[src/rtl/pngunf_pkg.sv]
package pngunf_pkg;

  localparam int BYTE_W              = 8;
  localparam int ROW_PIXELS_W        = 13;
  localparam int BPP_W               = 3;
  localparam int CFG_DATA_W          = 13;
  localparam int CFG_IDX_W           = 1;
  localparam int DEF_MAX_ROW_PIXELS  = 4096;
  localparam int DEF_MAX_BPP         = 4;
  localparam int FILTER_MAX_CODE     = 4;

  // Row filter types. Anything above Paeth in the stream is kept as the invalid code.
  typedef enum logic [2:0] {
    FILT_NONE    = 3'd0,
    FILT_SUB     = 3'd1,
    FILT_UP      = 3'd2,
    FILT_AVG     = 3'd3,
    FILT_PAETH   = 3'd4,
    FILT_INVALID = 3'd5
  } filter_t;

  typedef enum logic [CFG_IDX_W-1:0] {
    CFG_ROW_PIXELS = 1'b0,
    CFG_BPP        = 1'b1
  } cfg_idx_t;

  // Left, above and upper-left neighbors of the byte being reconstructed.
  typedef struct packed {
    logic [BYTE_W-1:0] a;
    logic [BYTE_W-1:0] b;
    logic [BYTE_W-1:0] c;
  } nbr_t;

endpackage

[src/rtl/pngunf_predict.sv]
module pngunf_predict (
  input  pngunf_pkg::filter_t          filt,
  input  pngunf_pkg::nbr_t             nbr,
  input  logic [pngunf_pkg::BYTE_W-1:0] x,
  output logic [pngunf_pkg::BYTE_W-1:0] result
);
  import pngunf_pkg::*;

  logic [BYTE_W:0]   avg_sum;
  logic signed [9:0] d_pa;
  logic signed [9:0] d_pb;
  logic signed [9:0] d_pc;
  logic [9:0]        pa;
  logic [9:0]        pb;
  logic [9:0]        pc;
  logic [BYTE_W-1:0] paeth;
  logic [BYTE_W-1:0] pred;

  always_comb begin
    avg_sum = {1'b0, nbr.a} + {1'b0, nbr.b};

    d_pa = $signed({2'b00, nbr.b}) - $signed({2'b00, nbr.c});
    d_pb = $signed({2'b00, nbr.a}) - $signed({2'b00, nbr.c});
    d_pc = $signed({2'b00, nbr.a}) + $signed({2'b00, nbr.b})
         - $signed({1'b0, nbr.c, 1'b0});
    pa = d_pa[9] ? 10'(-d_pa) : 10'(d_pa);
    pb = d_pb[9] ? 10'(-d_pb) : 10'(d_pb);
    pc = d_pc[9] ? 10'(-d_pc) : 10'(d_pc);

    // Ties go to the left byte first, then to the byte above.
    if (pa <= pb && pa <= pc) begin
      paeth = nbr.a;
    end else if (pb <= pc) begin
      paeth = nbr.b;
    end else begin
      paeth = nbr.c;
    end

    case (filt)
      FILT_SUB:   pred = nbr.a;
      FILT_UP:    pred = nbr.b;
      FILT_AVG:   pred = avg_sum[BYTE_W:1];
      FILT_PAETH: pred = paeth;
      default:    pred = '0;
    endcase

    result = x + pred;
  end

endmodule

[config.mk]
export PLATFORM = sky130hd
export DESIGN_NAME = pngunf_predict
export DESIGN_NICKNAME = d
export VERILOG_FILES = /design/src/rtl/pngunf_pkg.sv /design/src/rtl/pngunf_predict.sv
export SDC_FILE = /design/constraint.sdc
export NUM_CORES = 1
export LEC_CHECK = 0
export BUFFER_PORTS_ARGS = -buffer_cell sky130_fd_sc_hd__buf_2
export CORE_ASPECT_RATIO = 1.4
export CORE_MARGIN = 3
export CORE_UTILIZATION = 53
export DETAILED_ROUTE_END_ITERATION = 6
export PLACE_DENSITY = 0.74
export SYNTH_ARGS = -nofsm -noshare
export SYNTH_HDL_FRONTEND = slang
export SYNTH_SLANG_ARGS = --single-unit
[constraint.sdc]
create_clock -name vclk -period 9.63
set_input_delay 1.4445 -clock vclk [all_inputs]
set_output_delay 1.4445 -clock vclk [all_outputs]
set_load 0.01 [all_outputs]
==> impl_metrics.ini, run 1 <==
[logic_synthesis]
synth_compound_area_share_pct = 30.16
avgSynthCellArea_um2 = 7.600
synth-simple-area-share_pct = 15.14
syn_inst = 459
synth_top_area_share_pct = 24.75
ys_seq_area_share_pct = 0
synth_area_leaders = ha_1 (25%), xnor2_1 (7.8%), inv_1 (6.6%), fa_1 (6.3%), a21oi_1 (5.9%)
synth_mux_area_share_pct = 1.758
synth_top_family_by_area = adder cells
syn-cell-area_um2 = 3488
yosys.cell_types.count = 67
synth_warnings = 0
synth-adder-area-share_pct = 31.38
synth_xor_area_share_pct = 13.56
yosys.area.top_type = ha_1

[power]
vdd_ir_drop_max_mv = 0.07973
p_leak_nw = 1.908
power.density_nw_per_um2 = 152.3

[drt]
drt_wl_total_um = 9556
drc = 0
dr.pass1.iters = 4
drtIter0Drc = 191
via_per_inst = 6.094
vias = 3486
post_drt_wl_per_cell_um = 16.71
detail-route-antenna-nets = 0

[worst_setup_path]
crit_path_start_kind = input port
worstPathRequired_ps = 8190
slowest_stage = or4_1
cp_common_cell = a21oi_1
critPathArrivalTime_ps = 7780
cp-end-kind = primary output
worstSetupPathType = input port to primary output
crit_buf_inv = 4
path_max_fanout = 7
critPathTopFamily = compound AO/OA/AOI/OAI gates
cpPeakStageDelay_ps = 540

[placed_design]
portBuffers = 43
dp_slack_ps = 382.0
place_area_um2 = 3777
gp_congestion = 1.040
dp_hpwl_um = 8347

[grt]
overflow = 0
grt_usage_pct = 25.71
grt_pass1_wl_um = 15590
grt_max_degree = 16
grt_pass1_vias = 3435
antenna_found_initial = 0

[layout]
nNetsFinal = 617
drive_gt1_share_pct = 15.00
seq_cells = 0
stdcell_area_um2 = 3791
insertedDiodeCount = 0
nClkBuffers = 0
ff_latch_area_um2 = 0
layout_commonest_cell = ha_1
syn2layout_area_growth_pct = 8.680
final_cell_mix = ha_1 (69), inv_1 (61), buf_2 (43)

[job]
maxCapViolations = 0

[floorplan]
ioPinCount = 43
die_h_um = 102.0
initial_core_util_pct = 55.41
core_um2 = 6296
dieArea_um2 = 7605
chipWidth_um = 74.57
num_rows = 34

[timing]
tns_ps = 0
finalSetupViolCount = 0
fmax_mhz = 108.4
finalHoldViolCount = 0
maxSlewViolCount = 0
worstMarginPinSlew_ps = 769.6
min_period_ps = 9221
rsz0062_at_grt = no
fin_ws_ps = 408.9
max_slew_margin_pct = 48.39
post-route-period-util_pct = 95.75

[min_path]
hp-class = input port to primary output

[outcome]
outcome = complete, no violations
[tightest hold or removal path, cell delays in order]
cell and delay [ps]:
buf_2 80, ha_1 110, buf_2 120
[worst paths after layout]
kind	startpoint	to	depth (start not counted)	slack (ps)
worst max-delay path	nbr[10]	result[7]	33	410
worst min-delay path	x[0]	result[0]	3	3200
[through the flow]
stage          util, %  std cells  power, mW  hold slack [ps]
2_1_floorplan        -        461     0.4277             3040
3_5_place_dp     60.00        571     0.5612             3196
4_1_cts          60.00        571     0.5646             3199
5_1_grt          60.21        572     0.6433             3205
3_3_place_gp     60.00        571     0.5444             3194
6_report         60.21        572     0.5773             3199
[final cells by class]
class,count,area (um2)
Multi-Input combinational cell,392,3231
Inverter,62,232.7
Tap cell,72,90.09
Fill cell,584,2505
Timing Repair Buffer,46,237.7
[synth_stat cells, types with 8 or more instances]
library cell,number
nor2b_1,10
nand2_1,18
xor2_1,18
o21ai_0,19
inv_1,61
xnor2_1,31
o31ai_1,8
fa_1,11
ha_1,69
a21oi_1,41
a21o_1,17
nor2_1,31
o21a_1,9
[power by group]
| part | leakage, nW | total [mW] | switching [mW] | internal (mW) |
|---|---|---|---|---|
| sequential | 0 | 0 | 0 | 0 |
| clock | 0 | 0 | 0 | 0 |
| combinational | 1.91 | 0.577 | 0.333 | 0.245 |
[logic make-up (layout without fill, tap and decap cells)]
kind of cell,Yosys count,after routing
AO/OA/AOI/OAI,149,149
AND/OR/NAND/NOR,101,101
adder cells (fa/ha/maj),81,81
buffers and inverters,69,108
XOR/XNOR,51,51
multiplexers,6,6
other,2,4
[repair_timing]
| action | 4_1_cts | 5_1_grt |
|---|---|---|
| setup endpoints to repair | 0 | 1 |
| hold buffers | 0 | 0 |
| buffers inserted | 0 | 1 |
| gates resized for setup | 0 | 1 |
[layer usage]
| metal | share of wire (%) | up-vias | track usage [%] |
|---|---|---|---|
| met5 | 0 | - | 0 |
| met2 | 52 | 97 | 47.73 |
| met3 | 3.4 | 28 | 1.870 |
| met4 | 4.8 | 0 | 11.23 |
| li1 | - | 1728 | - |
| met1 | 40 | 1633 | 29.25 |
Power figures use the tool's default switching activity.
==> inputs of run 2 (changes only) <==
BUFFER_PORTS_ARGS = -buffer_cell sky130_fd_sc_hd__clkbuf_2   (was -buffer_cell sky130_fd_sc_hd__buf_2)
==> run 2 against run 1 <==
Against the previous run:
- via count is 2.6% lower
- worst hold slack better by 7.0 ps
- non-clock buffer count stayed put
- worst setup slack better by 72 ps
- final cell count stayed put
- critical path depth is 1 lower
- global-route usage is 1.1 points higher
- utilization is 0.060 points higher
==> impl_metrics.ini, run 2 (synthesized netlist as in run 1, its figures left out) <==
[outcome]
outcome = complete, no violations

[floorplan]
num_rows = 34
initial_core_util_pct = 55.41
core_um2 = 6296
die_h_um = 102.0
dieArea_um2 = 7605
chipWidth_um = 74.57
ioPinCount = 43

[layout]
layout_commonest_cell = ha_1
multi_input_area_um2 = 3234
ff_latch_area_um2 = 0
insertedDiodeCount = 0
nClkBuffers = 0
fin_util_pct = 60.27
stdcell_area_um2 = 3795
final_cell_mix = ha_1 (69), inv_1 (61), clkbuf_2 (43)
drive_gt1_share_pct = 15.20
seq_cells = 0
fillerInstances = 602
nNetsFinal = 617
syn2layout_area_growth_pct = 8.788

[grt]
grt_max_degree = 16
overflow = 0
grt_pass1_wl_um = 16300
antenna_found_initial = 0
grt_usage_pct = 26.86
grt_pass1_vias = 3532

[timing]
finalSetupViolCount = 0
min_period_ps = 9149
fmax_mhz = 109.3
rsz0062_at_grt = no
tns_ps = 0
max_slew_margin_pct = 50.66
maxSlewViolCount = 0
post-route-period-util_pct = 95.01
finalHoldViolCount = 0
worstMarginPinSlew_ps = 735.7

[clocking]
hold_buffers = 0

[drt]
vias = 3395
detail-route-antenna-nets = 0
via_per_inst = 5.935
drt_wl_total_um = 9481
drtIter0Drc = 175
dr.pass1.iters = 4
drc = 0
post_drt_wl_per_cell_um = 16.58

[min_path]
hp-class = input port to primary output

[job]
maxCapViolations = 0

[power]
p_leak_nw = 1.918
power.density_nw_per_um2 = 151.1
vdd_ir_drop_max_mv = 0.08289

[placed_design]
dp_hpwl_um = 8363
place_area_um2 = 3777
portBuffers = 43
gp_congestion = 1.015

[worst_setup_path]
worstSetupPathType = input port to primary output
crit_path_start_kind = input port
critPathArrivalTime_ps = 7700
cp-end-kind = primary output
slowest_stage = fa_1
worstPathRequired_ps = 8190
cpPeakStageDelay_ps = 520
path_max_fanout = 7
==> run 2: through the flow <==
stage	power [mW]	worst slack, ps	hold WS (ps)	std cells
3_5_place_dp	0.5593	324.8	3208	571
5_1_grt	0.6509	20.14	3225	572
3_3_place_gp	0.5458	523.6	3202	571
2_1_floorplan	0.4277	1137	3040	461
6_report	0.5736	480.7	3206	572
4_1_cts	0.5634	301.9	3210	571
==> run 2: final cells by class <==
cell class / count / share of cell area [%]
Timing Repair Buffer: 46 / 6.264
Inverter: 62 / 6.133
Multi-Input combinational cell: 392 / 85.23
Tap cell: 72 / 2.374
==> run 2: per-layer routing <==
metal	track usage [%]	part of all wire [%]
met1	30.02	39
met2	50.64	53
met3	1.575	2.7
met4	11.92	4.5
met5	0	0
==> run 2: path summary, 6_finish.rpt <==
kind,from,endpoint,slack (ps),depth (start not counted)
setup / recovery,nbr[11],result[7],480,32
hold / removal,x[0],result[0],3210,3
==> run 2: power breakdown <==
| group | internal, mW | leakage (nW) | switching [mW] |
|---|---|---|---|
| registers | 0 | 0 | 0 |
| clock network | 0 | 0 | 0 |
| logic | 0.244 | 1.92 | 0.330 |
| total | 0.244 | 1.92 | 0.330 |
==> run 2: timing repair <==
| action | CTS | global route |
|---|---|---|
| setup buffers | 0 | 1 |
| resized for setup | 0 | 2 |
| endpoints found under the setup margin | 0 | 2 |
==> run 2: worst max-delay path: cells and delay by family <==
family	cells	cell delay, ps
AO/OA/AOI/OAI	16	2870
adder cells (fa/ha/maj)	4	1410
AND/OR/NAND/NOR	5	950
XOR/XNOR	3	550
buffers and inverters	4	470
==> inputs of run 3 (changes only) <==
CELL_PAD_IN_SITES_DETAIL_PLACEMENT = 0   (was default)
CELL_PAD_IN_SITES_GLOBAL_PLACEMENT = 2   (was default)
CORE_ASPECT_RATIO = default   (was 1.4)
CORE_UTILIZATION = 36   (was 53)
PLACE_DENSITY = default   (was 0.74)
PLACE_DENSITY_LB_ADDON = 0.1   (was default)
==> run 3 against run 2 <==
Against the previous run:
- combinational power grew 2%
- routed wire length grew 8.8%
- clock-buffer cell count is the same
- critical path depth grew 1
- first-iteration DRC count shrank 10%
- fmax shrank 0.29%
==> impl_metrics.ini, run 3 (synthesized netlist as in run 1, its figures left out) <==
[grt]
grt_pass1_wl_um = 16890
antenna_found_initial = 0
grt_pass1_vias = 3402
overflow = 0
grt_max_degree = 16
grt_usage_pct = 18.73

[outcome]
outcome = complete, no violations

[layout]
layout_commonest_cell = ha_1
nNetsFinal = 617
seq_cells = 0
ff_latch_area_um2 = 0
insertedDiodeCount = 0
nClkBuffers = 0
syn2layout_area_growth_pct = 10.83
fin_util_pct = 41.45
stdcell_area_um2 = 3866
final_cell_mix = ha_1 (69), inv_1 (61), clkbuf_2 (43)
drive_gt1_share_pct = 15.20

[drt]
detail-route-antenna-nets = 0
post_drt_wl_per_cell_um = 16.39
dr.pass1.iters = 4
drtIter0Drc = 157
via_per_inst = 5.270
drt_wl_total_um = 10310
drc = 0
vias = 3315

[timing]
max_slew_margin_pct = 48.25
rsz0062_at_grt = no
finalHoldViolCount = 0
worstMarginPinSlew_ps = 771.6
finalSetupViolCount = 0
min_period_ps = 9176
maxSlewViolCount = 0
tns_ps = 0
post-route-period-util_pct = 95.29
fmax_mhz = 109.0

[worst_setup_path]
slowest_stage = or4_1
path_max_fanout = 6
cp-end-kind = primary output
crit_path_start_kind = input port
critPathArrivalTime_ps = 7730
worstSetupPathType = input port to primary output
worstPathRequired_ps = 8190
cpPeakStageDelay_ps = 560

[power]
power_frac_comb_pct = 100.0
vdd_ir_drop_max_mv = 0.04501
power.density_nw_per_um2 = 150.7
internal-power_uw = 248.0
power.share.sequential_pct = 0
p_sw_share_pct = 57.45
netSwitchingPower_uw = 334.8
p_leak_nw = 1.918
pwr-share-clk_pct = 0

[placed_design]
place_area_um2 = 3841
dp_hpwl_um = 9416
portBuffers = 43
gp_congestion = 0.8812

[min_path]
hp-class = input port to primary output

[floorplan]
die_h_um = 104.4
core_um2 = 9328
ioPinCount = 43
initial_core_util_pct = 37.40
dieArea_um2 = 10910
num_rows = 35
chipWidth_um = 104.4

[job]
maxCapViolations = 0
[run 3: cell counts in the layout (fill, tap and decap cells not counted)]
Identical to the previous run, type by type.
[run 3: metal layers]
metal / wire length, um / global-route usage [%]
met4: 96 / 1.519
met3: 354 / 1.179
met5: 0 / 0
met1: 4954 / 25.92
met2: 4904 / 33.12
[run 3: critical path: cells and delay by family]
family	cells	cell delay, ps
compound gates	13	2200
xor+xnor	3	410
fa+ha+maj	4	1450
buf+inv	7	840
simple gates	6	1360
[run 3: cell type report]
| class | count | area [um2] |
|---|---|---|
| fill | 1021 | 5461 |
| inverter | 62 | 232.7 |
| multi-input combinational | 392 | 3234 |
| tap | 129 | 161.4 |
| timing repair buffer | 46 | 237.7 |
[run 3: power by group through the flow]
stage / clock network [mW] / logic (mW) / registers [mW]
after detailed placement: 0 / 0.568 / 0
final: 0 / 0.583 / 0
after floorplan: 0 / 0.428 / 0
after global placement: 0 / 0.567 / 0
after CTS: 0 / 0.572 / 0
after global routing: 0 / 0.655 / 0
[run 3: worst paths after layout]
check	from	endpoint	slack, ps	depth (start not counted)
worst max-delay path	nbr[10]	result[7]	450	33
worst min-delay path	x[0]	result[0]	3220	3
[run 3: stage by stage]
stage | power, mW | cells | hold WS [ps] | worst slack, ps
after floorplan | 0.4277 | 461 | 3040 | 1137
after global placement | 0.5667 | 627 | 3213 | 499.9
after detailed placement | 0.5685 | 627 | 3226 | 401.6
after CTS | 0.5722 | 627 | 3228 | 363.7
after global routing | 0.6554 | 629 | 3240 | 46.42
final | 0.5828 | 629 | 3217 | 454.0
[run 3: timing repair]
action,in CTS,in global routing
endpoints found under the setup margin,0,1
hold buffers,0,0
resized for setup,0,2
buffers inserted,0,2
